<file path="config.mk">
export PLATFORM = sky130hd
export DESIGN_NAME = icmpv6_checksum_engine_top
export DESIGN_NICKNAME = d
export VERILOG_FILES = /design/src/hw/rtl/icv6ck_pkg.sv /design/src/hw/rtl/icv6ck_accum.sv /design/src/hw/rtl/icv6ck_finish.sv /design/src/hw/rtl/icmpv6_checksum_engine_top.sv
export SDC_FILE = /design/constraint.sdc
export NUM_CORES = 1
export LEC_CHECK = 0
export BUFFER_PORTS_ARGS = -buffer_cell sky130_fd_sc_hd__buf_2
export CAP_MARGIN = 20
export CORE_MARGIN = 2
export CORE_UTILIZATION = 35
export CTS_BUF_LIST = sky130_fd_sc_hd__clkbuf_4 sky130_fd_sc_hd__clkbuf_8
export CTS_CLUSTER_DIAMETER = 150
export CTS_CLUSTER_SIZE = 40
export DETAILED_ROUTE_END_ITERATION = 7
export HOLD_SLACK_MARGIN = 0.06
export PLACE_DENSITY_LB_ADDON = 0.2
export SKIP_LAST_GASP = 1
export SLEW_MARGIN = 10
export SYNTH_ARGS = -nofsm -noshare
export SYNTH_HDL_FRONTEND = slang
export SYNTH_SLANG_ARGS = --single-unit
</file>
<file path="constraint.sdc">
create_clock -name clk -period 6.65 [get_ports clk]
set_input_delay 1.33 -clock clk [delete_from_list [all_inputs] [get_ports clk]]
set_output_delay 1.33 -clock clk [all_outputs]
set_load 0.05 [all_outputs]
</file>
<file path="src/hw/rtl/icv6ck_pkg.sv">
// shared constants, types and ones' complement helper for the icmpv6 checksum engine
`default_nettype none

package icv6ck_pkg;

    // field and state widths
    localparam int unsigned CountW     = 16;
    localparam int unsigned SumW       = 16;
    localparam int unsigned ByteW      = 8;
    localparam int unsigned AddrCountW = 6;

    // pseudo-header and message layout
    localparam int unsigned AddressBytes           = 32;
    localparam int unsigned NextHeaderIcmpv6       = 58;
    localparam int unsigned ChecksumHighIndex      = 2;
    localparam int unsigned ChecksumLowIndex       = 3;
    localparam int unsigned MinMessageBytes        = 4;
    localparam int unsigned MaxMessageBytesDefault = 65535;

    // command codes
    localparam logic CmdAddress = 1'b0;
    localparam logic CmdMessage = 1'b1;

    typedef logic [SumW-1:0] word_t;

    // running state captured on the last byte of a message
    typedef struct packed {
        word_t sum;
        word_t pad;
        word_t count;
        word_t recv;
        logic  too_short;
        logic  addr_incomplete;
        logic  overflow;
    } tail_t;

    // partial sums between the two finishing stages
    typedef struct packed {
        word_t sum_part;
        word_t len_part;
        word_t recv;
        logic  too_short;
        logic  addr_incomplete;
        logic  overflow;
    } mid_t;

    // 16-bit ones' complement add with end-around carry
    function automatic word_t oc_add(input word_t a, input word_t b);
        logic [SumW:0] s;
        begin
            s = {1'b0, a} + {1'b0, b};
            return s[SumW-1:0] + {{(SumW-1){1'b0}}, s[SumW]};
        end
    endfunction

endpackage

`default_nettype wire

</file>
<file path="src/hw/rtl/icv6ck_accum.sv">
// byte pairing, running sum and message bookkeeping, with capture register for the tail
`default_nettype none

module icv6ck_accum #(
    parameter int unsigned MAX_MESSAGE_BYTES = icv6ck_pkg::MaxMessageBytesDefault
) (
    input  wire logic                            clk,
    input  wire logic                            rst_n,
    input  wire logic                            in_valid,
    output logic                                 in_stall,
    input  wire logic                            command,
    input  wire logic [icv6ck_pkg::ByteW-1:0]    data_byte,
    input  wire logic                            last,
    input  wire logic                            tail_ready,
    output logic                                 tail_valid,
    output icv6ck_pkg::tail_t                    tail
);
    import icv6ck_pkg::*;

    localparam logic [CountW-1:0]     MaxCount  = CountW'(MAX_MESSAGE_BYTES);
    localparam logic [CountW-1:0]     CsumHigh  = CountW'(ChecksumHighIndex);
    localparam logic [CountW-1:0]     CsumLow   = CountW'(ChecksumLowIndex);
    localparam logic [CountW-1:0]     MinCount  = CountW'(MinMessageBytes);
    localparam logic [AddrCountW-1:0] AddrFull  = AddrCountW'(AddressBytes);

    word_t                 sum_reg, sum_next;
    logic [CountW-1:0]     count_reg, count_next;
    logic [AddrCountW-1:0] addr_cnt_reg, addr_cnt_next;
    logic [ByteW-1:0]      held_reg, held_next;
    logic                  phase_reg, phase_next;
    word_t                 recv_reg, recv_next;
    logic                  ovf_reg, ovf_next;

    logic                  tail_valid_reg;
    tail_t                 tail_reg;

    logic                  accept;
    logic                  ends_message;
    logic                  do_add;
    word_t                 addend;
    logic                  phase_eff;
    logic [ByteW-1:0]      byte_eff;

    // capture stage may refill when empty or when the finisher takes it
    assign in_stall     = tail_valid_reg && !tail_ready;
    assign accept       = in_valid && !in_stall;
    assign ends_message = (command == CmdMessage) && last;
    assign tail_valid   = tail_valid_reg;
    assign tail         = tail_reg;

    // next state for one byte: at most one ones' complement add
    always_comb
    begin
        count_next    = count_reg;
        addr_cnt_next = addr_cnt_reg;
        held_next     = held_reg;
        phase_next    = phase_reg;
        recv_next     = recv_reg;
        ovf_next      = ovf_reg;
        do_add        = 1'b0;
        addend        = '0;
        phase_eff     = phase_reg;
        byte_eff      = data_byte;

        if (command == CmdAddress)
        begin
            if (count_reg == '0 && !ovf_reg && addr_cnt_reg < AddrFull)
            begin
                addr_cnt_next = addr_cnt_reg + AddrCountW'(1);
                if (!phase_reg)
                begin
                    held_next  = data_byte;
                    phase_next = 1'b1;
                end
                else
                begin
                    do_add     = 1'b1;
                    addend     = {held_reg, data_byte};
                    phase_next = 1'b0;
                end
            end
        end
        else
        begin
            // odd address count: flush the lone byte before the message starts
            if (count_reg == '0 && phase_reg)
            begin
                do_add    = 1'b1;
                addend    = {held_reg, {ByteW{1'b0}}};
                phase_eff = 1'b0;
                phase_next = 1'b0;
            end

            if (count_reg >= MaxCount)
            begin
                ovf_next = 1'b1;
            end
            else
            begin
                // checksum field bytes count as zero and are kept aside
                if (count_reg == CsumHigh)
                begin
                    recv_next = {data_byte, recv_reg[ByteW-1:0]};
                    byte_eff  = '0;
                end
                else if (count_reg == CsumLow)
                begin
                    recv_next = {recv_reg[SumW-1:ByteW], data_byte};
                    byte_eff  = '0;
                end

                if (!phase_eff)
                begin
                    held_next  = byte_eff;
                    phase_next = 1'b1;
                end
                else
                begin
                    do_add     = 1'b1;
                    addend     = {held_reg, byte_eff};
                    phase_next = 1'b0;
                end
                count_next = count_reg + CountW'(1);
            end
        end

        sum_next = do_add ? oc_add(sum_reg, addend) : sum_reg;
    end

    // running state, cleared after each message
    always_ff @(posedge clk or negedge rst_n)
    begin
        if (!rst_n)
        begin
            sum_reg      <= '0;
            count_reg    <= '0;
            addr_cnt_reg <= '0;
            held_reg     <= '0;
            phase_reg    <= 1'b0;
            recv_reg     <= '0;
            ovf_reg      <= 1'b0;
        end
        else if (accept)
        begin
            if (ends_message)
            begin
                sum_reg      <= '0;
                count_reg    <= '0;
                addr_cnt_reg <= '0;
                held_reg     <= '0;
                phase_reg    <= 1'b0;
                recv_reg     <= '0;
                ovf_reg      <= 1'b0;
            end
            else
            begin
                sum_reg      <= sum_next;
                count_reg    <= count_next;
                addr_cnt_reg <= addr_cnt_next;
                held_reg     <= held_next;
                phase_reg    <= phase_next;
                recv_reg     <= recv_next;
                ovf_reg      <= ovf_next;
            end
        end
    end

    // capture stage valid
    always_ff @(posedge clk or negedge rst_n)
    begin
        if (!rst_n)
        begin
            tail_valid_reg <= 1'b0;
        end
        else if (!in_stall)
        begin
            tail_valid_reg <= accept && ends_message;
        end
    end

    // capture stage payload
    always_ff @(posedge clk)
    begin
        if (accept && ends_message)
        begin
            tail_reg.sum             <= sum_next;
            tail_reg.pad             <= phase_next ? {held_next, {ByteW{1'b0}}} : '0;
            tail_reg.count           <= count_next;
            tail_reg.recv            <= recv_next;
            tail_reg.too_short       <= count_next < MinCount;
            tail_reg.addr_incomplete <= addr_cnt_reg < AddrFull;
            tail_reg.overflow        <= ovf_next;
        end
    end

endmodule

`default_nettype wire

</file>
<file path="src/hw/rtl/icv6ck_finish.sv">
// two-stage checksum finish: pseudo-header tail, complement, compare and output register
`default_nettype none

module icv6ck_finish (
    input  wire logic                           clk,
    input  wire logic                           rst_n,
    input  wire logic                           tail_valid,
    output logic                                tail_ready,
    input  wire icv6ck_pkg::tail_t              tail,
    output logic                                out_valid,
    input  wire logic                           out_stall,
    output logic [icv6ck_pkg::SumW-1:0]         computed_checksum,
    output logic [icv6ck_pkg::SumW-1:0]         arrived_checksum,
    output logic                                checksum_ok,
    output logic [icv6ck_pkg::SumW-1:0]         field_to_send,
    output logic                                too_short,
    output logic                                address_incomplete,
    output logic                                length_overflow
);
    import icv6ck_pkg::*;

    localparam word_t NextHeaderWord = SumW'(NextHeaderIcmpv6);

    logic  mid_valid_reg;
    mid_t  mid_reg;
    logic  out_valid_reg;
    logic  out_ready;
    logic  mid_ready;
    word_t total;
    word_t computed;

    // ready chain back from the output register
    assign out_ready  = !out_valid_reg || !out_stall;
    assign mid_ready  = !mid_valid_reg || out_ready;
    assign tail_ready = mid_ready;
    assign out_valid  = out_valid_reg;

    // final fold and complement
    assign total    = oc_add(mid_reg.sum_part, mid_reg.len_part);
    assign computed = ~total;

    // stage valids
    always_ff @(posedge clk or negedge rst_n)
    begin
        if (!rst_n)
        begin
            mid_valid_reg <= 1'b0;
            out_valid_reg <= 1'b0;
        end
        else
        begin
            if (mid_ready)
            begin
                mid_valid_reg <= tail_valid;
            end
            if (out_ready)
            begin
                out_valid_reg <= mid_valid_reg;
            end
        end
    end

    // padding and length words folded in parallel
    always_ff @(posedge clk)
    begin
        if (mid_ready && tail_valid)
        begin
            mid_reg.sum_part        <= oc_add(tail.sum, tail.pad);
            mid_reg.len_part        <= oc_add(tail.count, NextHeaderWord);
            mid_reg.recv            <= tail.recv;
            mid_reg.too_short       <= tail.too_short;
            mid_reg.addr_incomplete <= tail.addr_incomplete;
            mid_reg.overflow        <= tail.overflow;
        end
    end

    // result register
    always_ff @(posedge clk)
    begin
        if (out_ready && mid_valid_reg)
        begin
            computed_checksum  <= computed;
            arrived_checksum   <= mid_reg.recv;
            checksum_ok        <= computed == mid_reg.recv;
            field_to_send      <= (mid_reg.recv == '0) ? computed : mid_reg.recv;
            too_short          <= mid_reg.too_short;
            address_incomplete <= mid_reg.addr_incomplete;
            length_overflow    <= mid_reg.overflow;
        end
    end

endmodule

`default_nettype wire

</file>
<file path="src/hw/rtl/icmpv6_checksum_engine_top.sv">
// top level of the icmpv6 checksum engine
//
// Input channel: one byte per transfer (in_valid, in_stall, command, data_byte, last).
// Send the 32 pseudo-header address bytes with command 0 (source, then destination),
// then the icmpv6 message bytes with command 1, marking the final one with last.
// Throughput is one byte per cycle while in_stall is low; each byte updates the
// running sum with one ones' complement add, so bytes may follow back to back
// across messages. Output channel: one result transfer per message (out_valid,
// out_stall and the checksum fields). The result passes through a capture register,
// a stage that folds in the padding and length words, and the result register.
// When the receiver stalls, the result holds and up to two further results queue
// in the capture register and the fold stage; once the capture register holds a
// result that cannot drain, in_stall rises and every byte is held off.
// Reset clears the running state and empties the pipeline; a message in progress
// is discarded and the next byte starts a new pseudo-header.
`default_nettype none

module icmpv6_checksum_engine_top #(
    parameter int unsigned MAX_MESSAGE_BYTES = icv6ck_pkg::MaxMessageBytesDefault
) (
    input  wire logic                           clk,
    input  wire logic                           rst_n,
    input  wire logic                           in_valid,
    output logic                                in_stall,
    input  wire logic                           command,
    input  wire logic [icv6ck_pkg::ByteW-1:0]   data_byte,
    input  wire logic                           last,
    output logic                                out_valid,
    input  wire logic                           out_stall,
    output logic [icv6ck_pkg::SumW-1:0]         computed_checksum,
    output logic [icv6ck_pkg::SumW-1:0]         arrived_checksum,
    output logic                                checksum_ok,
    output logic [icv6ck_pkg::SumW-1:0]         field_to_send,
    output logic                                too_short,
    output logic                                address_incomplete,
    output logic                                length_overflow
);
    import icv6ck_pkg::*;

    logic  tail_valid;
    logic  tail_ready;
    tail_t tail;

    // per-byte accumulation
    icv6ck_accum #(
        .MAX_MESSAGE_BYTES (MAX_MESSAGE_BYTES)
    ) u_accum (
        .clk        (clk),
        .rst_n      (rst_n),
        .in_valid   (in_valid),
        .in_stall   (in_stall),
        .command    (command),
        .data_byte  (data_byte),
        .last       (last),
        .tail_ready (tail_ready),
        .tail_valid (tail_valid),
        .tail       (tail)
    );

    // checksum finish and result register
    icv6ck_finish u_finish (
        .clk                (clk),
        .rst_n              (rst_n),
        .tail_valid         (tail_valid),
        .tail_ready         (tail_ready),
        .tail               (tail),
        .out_valid          (out_valid),
        .out_stall          (out_stall),
        .computed_checksum  (computed_checksum),
        .arrived_checksum   (arrived_checksum),
        .checksum_ok        (checksum_ok),
        .field_to_send      (field_to_send),
        .too_short          (too_short),
        .address_incomplete (address_incomplete),
        .length_overflow    (length_overflow)
    );

endmodule

`default_nettype wire

</file>
==> results.json, run 1 <==
{
  "finalSetupViolCount": 0,
  "clock-skew-final_ns": 0.0215,
  "rsz0062_at_grt": "false",
  "antenna_found_initial": 0,
  "port_buffers": 67,
  "synth-edff-count": 162,
  "syn_area_per_cell_um2": 11.7,
  "start_kind": "register",
  "max_stage_delay_ns": 0.48,
  "clkTransAtPathRegs_ns": 0.23,
  "critical_path_required_ns": 6.99,
  "holdBufCountCts": 0,
  "setup_slack_ns": 0.470,
  "pwr-share-clk_pct": 18.0,
  "worst_slew_pin_slew_ns": 0.984,
  "antenna_cells": 0,
  "async_flop_share_pct": 29.3,
  "postLayoutCellArea_mm2": 0.0137,
  "drive_above_1_share_pct": 13.6,
  "drt-vias-per-instance": 5.21,
  "synth-seq-cells": 229,
  "maxSlewHeadroom_pct": 34.3,
  "crit_slowest_cell": "dfrtp_1",
  "drt-total-wl_mm": 28.0,
  "powerDensity_mw_per_mm2": 226,
  "via_count": 8323,
  "holdCritPathClass": "register to register",
  "tritoncts": "built",
  "fin_crit_sh_pct": 92.9,
  "p_sw_w": 0.000972,
  "status": "finished clean",
  "cts_root_buf": "clkbuf_8",
  "grt_usage_pct": 14.9,
  "min-delay-start": "u_accum.tail[0]",
  "cts_resized": 0,
  "numCtsBuffers": 9,
  "critPathMostFrequentCell": "ha_1",
  "p_leak_nw": 5.47,
  "timing.rr.end": "u_accum.tail[65]",
  "clock_path_buffers": 3,
  "ff2ff_setup_slack_ns": 0.47,
  "fin_crit_ns": 6.18,
  "die_h_um": 193,
  "critical_path.top_delay_family": "simple AND/OR/NAND/NOR gates",
  "layout_common_cells": "edfxtp_1, nand2_1, xnor2_1",
  "crit_buf_inv": 1,
  "vdd_drop_max_mv": 0.138,
  "largest_reg_flops": 59,
  "hold_violations": 0,
  "dpl.hpwl_mm": 20.9,
  "drt_iter0_drc": 402,
  "r2r_cells": 25,
  "grt_pass1_wl_mm": 45.4,
  "die_w_um": 193,
  "tns_ns": 0,
  "syn_inst": 1069,
  "end_kind": "register",
  "nets": 1207,
  "cts.sinks": 229,
  "mostFrequentLayoutCell": "edfxtp_1",
  "ios": 68,
  "fmax_mhz": 162,
  "min_to": "u_finish.mid_reg[0]",
  "num_rows": 69,
  "gp_congestion": 0.870,
  "synth-seq-area-share_pct": 52.1,
  "grt_overflow": 0,
  "wl_per_cell_um": 17.5,
  "swShare_pct": 31.4,
  "die_area_mm2": 0.0374,
  "power.internal_w": 0.00212,
  "synthFlopType": "edfxtp_1",
  "criticalPathCategory": "register to register",
  "post_cts_buffers": 0,
  "initial_utilization_pct": 35.4,
  "grt_max_degree": 68,
  "syn-cell-area_mm2": 0.0125,
  "synth_cell_types": 88,
  "synth_nets": 1141,
  "area_delta_synth_final_pct": 8.91,
  "comb_power_share_pct": 26.3,
  "hold-path-cell-count": 0,
  "final_max_slew_viol_count": 0,
  "cts_max_level": 1,
  "drc": 0,
  "grt_pass1_vias": 8134,
  "antenna_left": 0,
  "design.core.area_mm2": 0.0354,
  "insertion_delay_ns": 0.54,
  "place_ws_ns": 0.151,
  "ys_warn_count": 0,
  "seqPwrFrac_pct": 55.7,
  "dpl-instance-area_mm2": 0.0135,
  "r2r_start": "u_accum.count_reg[7]",
  "first_pass_iters": 4,
  "crit_fanout": 8,
  "critPathArrivalTime_ns": 6.52,
  "drv_cap": 0
}
-- layout make-up --
type | instances | area (um2)
Fill cell | 3445 | 21700
Sequential cell | 229 | 6540
Multi-Input combinational cell | 780 | 5820
Tap cell | 461 | 577
Timing Repair Buffer | 80 | 433
Clock buffer | 12 | 146
Inverter | 35 | 131
Clock inverter | 1 | 16.3
-- stage by stage --
| step | power (W) | instances | hold slack, ns | util [%] |
|---|---|---|---|---|
| global placement | 0.00256 | 1585 | 0.404 | 38.1 |
| detailed placement | 0.00256 | 1585 | 0.405 | 38.1 |
| floorplan | 0.00236 | 1069 | 0.400 | - |
| global route | 0.00327 | 1598 | 0.439 | 38.6 |
| finish | 0.00309 | 1598 | 0.444 | 38.6 |
| CTS | 0.00312 | 1598 | 0.435 | 38.6 |
-- metal layers --
layer	wire, um	GRT usage [%]	share of wire, %	vias to the layer above
met1	13500	20.9	48	4071
met5	0	0	0	-
met3	784	1.29	2.8	20
li1	-	-	-	4118
met2	13300	25.3	48	114
met4	410	2.86	1.5	0
-- cells by family (layout without fill, tap and decap cells) --
family / Yosys count / count (layout) / synth area share (%)
AOI/OAI and AO/OA: 238 / 238 / 13.7
xor gates and xnor gates: 117 / 117 / 8.94
adders and majority gates: 59 / 59 / 6.04
buffers and inverters: 60 / 128 / 1.84
DFF: 229 / 229 / 52.1
muxes: 35 / 35 / 3.01
and+or+nand+nor: 331 / 331 / 14.4
-- cell usage after synthesis, types with 4 or more instances --
master       n  area (um2)
mux2_2      22         248
nor3b_1      4        30.0
o21a_1       8        60.1
o211ai_1     8        60.1
xnor3_1      6         135
nor4_1      18         113
and2_1      14        87.6
mux2i_1     13         130
o21bai_1     6        45.0
nand3b_1     4        30.0
a31oi_1      9        56.3
or2_2        4        25.0
dfrtp_1     67        1680
or3_1        5        31.3
nand4b_1     4        35.0
o2111ai_1    4        35.0
ha_1        55         688
clkbuf_1    17        63.8
nor2_1      51         191
a221oi_1     8        70.1
nor3_1      14        70.1
a21o_1      30         225
nand4_1     16         100
a22o_1      43         377
a21oi_1     42         210
xnor2_1     73         639
edfxtp_1   162        4860
inv_1       34         128
nor2b_1     24         150
nand2b_1    11        68.8
xor2_1      37         324
nor4b_1      4        35.0
nand2_1     89         334
nand3_1     37         185
buf_2        5        25.0
o21ai_0     44         220
and3_1       6        37.5
-- worst max-delay path by stage --
stage | startpoint | endpoint | cells after the start
6_report | u_accum.count_reg[7] | u_accum.tail[65] | 25
5_1_grt | u_accum.count_reg[9] | u_accum.tail[65] | 25
4_1_cts | u_accum.count_reg[7] | u_accum.tail[65] | 25
3_5_place_dp | command | u_accum.tail[65] | 21
3_3_place_gp | command | u_accum.tail[65] | 23
2_1_floorplan | command | u_accum.tail[65] | 23
-- power groups by stage --
stage	registers (W)	logic [W]	clock network [W]
floorplan	0.00177	0.000581	0
finish	0.00172	0.000812	0.000556
global route	0.00174	0.000908	0.000630
global placement	0.00175	0.000807	0
detailed placement	0.00175	0.000812	0
CTS	0.00172	0.000816	0.000582
No activity file was read; power rests on OpenSTA's default activity.
==> run 2, diff against run 1 <==
- ABC_AREA: default -> 1
- clock period: 6.65 -> 7.85 ns (I/O delays scaled with it)
==> run 2 against run 1 <==
Effect of this change: routed wire length grew 15%; total power shrank 3.6%; critical path depth grew 2; register-to-register slack gained 2.0 ns; clock power shrank 15%; final cell count grew 31%; via count grew 19%; die area grew 7.7%; combinational power grew 23%; sequential share of layout area shrank 3.1 points; clock-buffer cell count is the same; critical path type is now input pin to register; largest power group unchanged.
==> results.json, run 2 <==
{
  "status": "finished clean",
  "grt_usage_pct": 16.0,
  "seqPwrFrac_pct": 50.6,
  "cts_root_buf": "clkbuf_8",
  "tns_ns": 0,
  "antenna_left": 0,
  "grt_pass1_vias": 9620,
  "synth_cell_types": 59,
  "cts_resized": 0,
  "synth-edff-count": 162,
  "powerDensity_mw_per_mm2": 204,
  "fin_crit_ns": 5.37,
  "yosysMostFrequentCell": "nand2_1",
  "mostFrequentLayoutCell": "nand2_1",
  "holdCritPathClass": "register to register",
  "holdBufCountCts": 0,
  "syn_inst": 1508,
  "worst_slew_pin_slew_ns": 0.995,
  "design.core.area_mm2": 0.0384,
  "wl_per_cell_um": 15.4,
  "clock_path_buffers": 3,
  "critPathMostFrequentCell": "inv_1",
  "power.internal_w": 0.00188,
  "layout_common_cells": "nand2_1, inv_1, edfxtp_1",
  "multi_input_area_mm2": 0.00591,
  "cts.sinks": 229,
  "synth_nets": 1580,
  "via_count": 9928,
  "drv_cap": 0,
  "final_max_slew_viol_count": 0,
  "min-delay-start": "u_accum.tail[13]",
  "maxSlewHeadroom_pct": 33.2,
  "end_kind": "register",
  "synth-seq-cells": 229,
  "drt-total-wl_mm": 32.2,
  "initial_utilization_pct": 35.3,
  "num_rows": 72,
  "postLayoutCellArea_mm2": 0.0146,
  "clkTransAtPathRegs_ns": 0.22,
  "fmax_mhz": 186,
  "drive_above_1_share_pct": 12.3,
  "r2r_start": "u_accum.count_reg[10]",
  "drt-vias-per-instance": 4.75,
  "synthFlopType": "edfxtp_1",
  "clock-skew-final_ns": 0.0288,
  "syn_area_per_cell_um2": 8.97,
  "max_stage_delay_ns": 0.44,
  "ys_warn_count": 0,
  "vdd_drop_max_mv": 0.126,
  "fillers": 3914,
  "crit_slowest_cell": "fa_1",
  "die_h_um": 201,
  "numCtsBuffers": 9,
  "synth_top_area_cell": "edfxtp_1",
  "synth_common_cells": "nand2_1, inv_1, edfxtp_1",
  "tritoncts": "built",
  "antenna_found_initial": 0,
  "start_kind": "input pin",
  "insertion_delay_ns": 0.56,
  "die_area_mm2": 0.0402,
  "cts_max_level": 1,
  "critPathArrivalTime_ns": 5.70,
  "nets": 1641,
  "swShare_pct": 36.9,
  "critical_path_required_ns": 8.17,
  "regArea_mm2": 0.00654,
  "yosysTopAreaCellShare_pct": 36.0,
  "gp_congestion": 1.02,
  "grt_max_degree": 68,
  "ios": 68,
  "port_buffers": 67,
  "die_w_um": 201,
  "largest_reg_flops": 59,
  "critPathLaunch": "command",
  "drt_iter0_drc": 564,
  "post_cts_buffers": 0,
  "criticalPathCategory": "input pin to register",
  "synth_top_cells_by_area": "edfxtp_1, dfrtp_1, nand2_1, inv_1, ha_1",
  "fin_crit_sh_pct": 68.4,
  "synth-seq-area-share_pct": 48.4,
  "finalSetupViolCount": 0,
  "drc": 0,
  "first_pass_iters": 5,
  "hold_violations": 0,
  "ff2ff_setup_slack_ns": 2.50,
  "p_sw_w": 0.00110,
  "dpl-instance-area_mm2": 0.0144,
  "async_flop_share_pct": 29.3,
  "pwr-share-clk_pct": 15.9,
  "area_delta_synth_final_pct": 8.03,
  "dpl.hpwl_mm": 25.2,
  "grt_overflow": 0,
  "grt_pass1_wl_mm": 51.8,
  "rsz0062_at_grt": "false",
  "crit_fanout": 18,
  "antenna_cells": 0,
  "comb_power_share_pct": 33.5,
  "syn-cell-area_mm2": 0.0135,
  "p_leak_nw": 6.48
}
-- run 2: cell count changes after synthesis, sizes merged, moves of 44 or more --
cell	previous run	this run
nor2	52	121
inv	34	252
xnor2	73	14
o22ai	2	46
nand3	39	110
nand2	89	350
-- run 2: cells by family after synthesis --
logic type,count (synthesis),share of synthesized area [%]
flip-flops,229,48.4
AND/OR/NAND/NOR,670,23.3
XOR/XNOR,83,6.28
buffers and inverters,278,8.08
AO/OA/AOI/OAI,190,8.44
adder cells (fa/ha/maj),58,5.53
-- run 2: per-layer routing --
metal	GRT usage, %	wire (um)	up-vias	share of wire [%]
met5	0	0	-	0
met4	3.47	575	0	1.8
met3	1.36	945	33	2.9
met2	27.4	15200	154	47
met1	22.2	15500	4611	48
li1	-	-	5130	-
-- run 2: power by group through the flow --
stage          registers, W  logic, W  clock network [W]
5_1_grt             0.00152   0.00113           0.000534
6_report            0.00151  0.000998           0.000474
2_1_floorplan       0.00155  0.000738                  0
4_1_cts             0.00151   0.00100           0.000503
3_5_place_dp        0.00153  0.000999                  0
3_3_place_gp        0.00154  0.000992                  0
-- run 2: path summary, 6_finish.rpt --
path	end	cells after the start
min reg2reg	u_finish.mid_reg[13]	0
max in group asynchronous	u_accum.recv_reg[8]	2
max	u_accum.tail[61]	27
min	u_finish.mid_reg[13]	0
min in group asynchronous	u_accum.count_reg[13]	2
max reg2reg	u_accum.tail[61]	32
-- run 2: through the flow --
| stage | worst slack (ns) | utilization (%) | hold slack, ns | cells | total power, W |
|---|---|---|---|---|---|
| after floorplan | 2.56 | - | 0.400 | 1508 | 0.00228 |
| after global placement | 1.96 | 37.6 | 0.407 | 2075 | 0.00253 |
| after detailed placement | 1.89 | 37.6 | 0.405 | 2075 | 0.00253 |
| after CTS | 2.50 | 38.0 | 0.450 | 2088 | 0.00301 |
| after global routing | 1.91 | 38.1 | 0.465 | 2089 | 0.00318 |
| final | 2.48 | 38.1 | 0.447 | 2089 | 0.00298 |
-- run 2: cell type report --
cell class                 count  area share (%)
clock buffer                  12            1.00
tap                          518            4.43
inverter                     255            6.55
multi-input combinational   1001            40.5
timing repair buffer          73            2.69
sequential                   229            44.8
clock inverter                 1           0.111
-- run 2: critical path: cells and delay by family --
| family | cells | cell delay (ns) |
|---|---|---|
| and+or+nand+nor | 14 | 1.78 |
| AOI/OAI and AO/OA | 4 | 0.64 |
| xor gates and xnor gates | 1 | 0.20 |
| adders and majority gates | 3 | 0.77 |
| buffers and inverters | 5 | 0.73 |
==> run 3, diff against run 2 <==
- clock period: 7.85 -> 4.75 ns (I/O delays scaled with it)
==> run 3 against run 2 <==
Effect of this change: utilization rose by 1.3 points; register-to-register slack got worse by 2.4 ns; final area rose by 3.4%; sequential share of layout area fell by 1.5 points; final cell count rose by 2.4%; sequential power rose by 65%; die area did not move.
==> results.json, run 3 (same netlist as run 2, synthesis figures left out) <==
{
  "status": "finished clean",
  "drive_above_1_share_pct": 16.9,
  "crit_slowest_cell": "dfrtp_1",
  "fillers": 3890,
  "worst_slew_pin_slew_ns": 0.990,
  "fin_crit_sh_pct": 97.2,
  "grt_usage_pct": 15.8,
  "dpl.hpwl_mm": 25.1,
  "drc": 0,
  "tritoncts": "built",
  "ff2ff_setup_slack_ns": 0.13,
  "cts_root_buf": "clkbuf_8",
  "crit_fanout": 4,
  "layout_common_cells": "nand2_1, inv_1, edfxtp_1",
  "grt_overflow": 0,
  "powerDensity_mw_per_mm2": 337,
  "place_ws_ns": 0.0221,
  "via_count": 10200,
  "critPathMostFrequentCell": "nand2_2",
  "first_pass_iters": 5,
  "drt-vias-per-instance": 4.77,
  "hold_violations": 0,
  "area_delta_synth_final_pct": 11.7,
  "num_rows": 72,
  "fin_crit_ns": 4.62,
  "max_stage_delay_ns": 0.44,
  "numCtsBuffers": 9,
  "design.core.area_mm2": 0.0384,
  "maxSlewHeadroom_pct": 33.5,
  "cts.sinks": 229,
  "fmax_mhz": 217,
  "grt_pass1_wl_mm": 51.7,
  "vdd_drop_max_mv": 0.191,
  "mostFrequentLayoutCell": "nand2_1",
  "clock_path_buffers": 3,
  "antenna_left": 0,
  "drv_cap": 0,
  "die_w_um": 201,
  "p_leak_nw": 6.75,
  "cts_max_level": 1,
  "initial_utilization_pct": 35.3,
  "finalSetupViolCount": 0,
  "tns_ns": 0,
  "largest_reg_flops": 59,
  "criticalPathCategory": "register to register",
  "end_kind": "register",
  "critical_path_required_ns": 5.11,
  "clkTransAtPathRegs_ns": 0.25,
  "clock-skew-final_ns": 0.0336,
  "antenna_found_initial": 0,
  "ios": 68,
  "holdBufCountCts": 0,
  "port_buffers": 67,
  "grt_max_degree": 62,
  "grt_pass1_vias": 9914,
  "wl_per_cell_um": 15.0,
  "setup_slack_ns": 0.134,
  "antenna_cells": 0,
  "gp_congestion": 0.897,
  "final_max_slew_viol_count": 0,
  "start_kind": "register",
  "nets": 1691,
  "critPathArrivalTime_ns": 4.98,
  "rsz0062_at_grt": "true",
  "drt_iter0_drc": 510,
  "holdCritPathClass": "register to register",
  "die_area_mm2": 0.0402,
  "insertion_delay_ns": 0.56,
  "drt-total-wl_mm": 32.0,
  "die_h_um": 201
}
## run 3: changes by cell type in the layout (fill, tap and decap cells not counted), moves of 8 or more
cell     previous run  this run
buf_4               5        55
o21ai_0            42        34
inv_1             239       230
inv_2              13        22
## run 3: critical path: cells and delay by family (launching register included)
| kind | cells | cell delay (ns) |
|---|---|---|
| AOI/OAI and AO/OA | 3 | 0.37 |
| adders and majority gates | 3 | 0.81 |
| buffers and inverters | 4 | 0.31 |
| DFF | 1 | 0.44 |
| and+or+nand+nor | 24 | 2.51 |
## run 3: power breakdown
| group | switching, W | internal, W |
|---|---|---|
| Clock | 0.000582 | 0.000208 |
| Sequential | 0.000120 | 0.00237 |
| Combinational | 0.00116 | 0.000648 |
## run 3: final timing paths
path	start	to	cells after the start
min	u_accum.tail[16]	u_finish.mid_reg[16]	0
min in group asynchronous	rst_n	u_accum.addr_cnt_reg[5]	1
min reg2reg	u_accum.tail[16]	u_finish.mid_reg[16]	0
max reg2reg	u_accum.count_reg[8]	u_accum.tail[66]	34
max	u_accum.count_reg[8]	u_accum.tail[66]	34
max in group asynchronous	rst_n	u_accum.recv_reg[7]	2
## run 3: timing repair
item                                    CTS  global route
endpoints found under the setup margin    0            25
setup buffers                             0             9
gates resized for setup                   0            45
## run 3: area by class of cell
type / instances / area, um2 / area share [%]
Clock inverter: 1 / 16.3 / 0.108
Sequential cell: 229 / 6540 / 43.3
Multi-Input combinational cell: 1001 / 6030 / 39.9
Inverter: 255 / 957 / 6.34
Clock buffer: 12 / 146 / 0.969
Timing Repair Buffer: 123 / 768 / 5.08
Tap cell: 518 / 648 / 4.29
## run 3: layer usage
| layer | up-vias | global-route usage (%) | wire length (um) |
|---|---|---|---|
| li1 | 5219 | - | - |
| met1 | 4810 | 20.9 | 14900 |
| met2 | 144 | 28.1 | 15800 |
| met3 | 31 | 1.22 | 778 |
| met4 | 0 | 3.76 | 597 |
| met5 | - | 0 | 0 |
## run 3: stage by stage
step	util [%]	total power [W]	cell area [um2]	instances	hold slack, ns
after floorplan	-	0.00377	13500	1508	0.400
after CTS	38.8	0.00507	14900	2129	0.454
after detailed placement	38.4	0.00428	14700	2116	0.406
after global placement	38.4	0.00427	14700	2116	0.402
after global routing	39.4	0.00542	15100	2139	0.456
final	39.4	0.00508	15100	2139	0.452
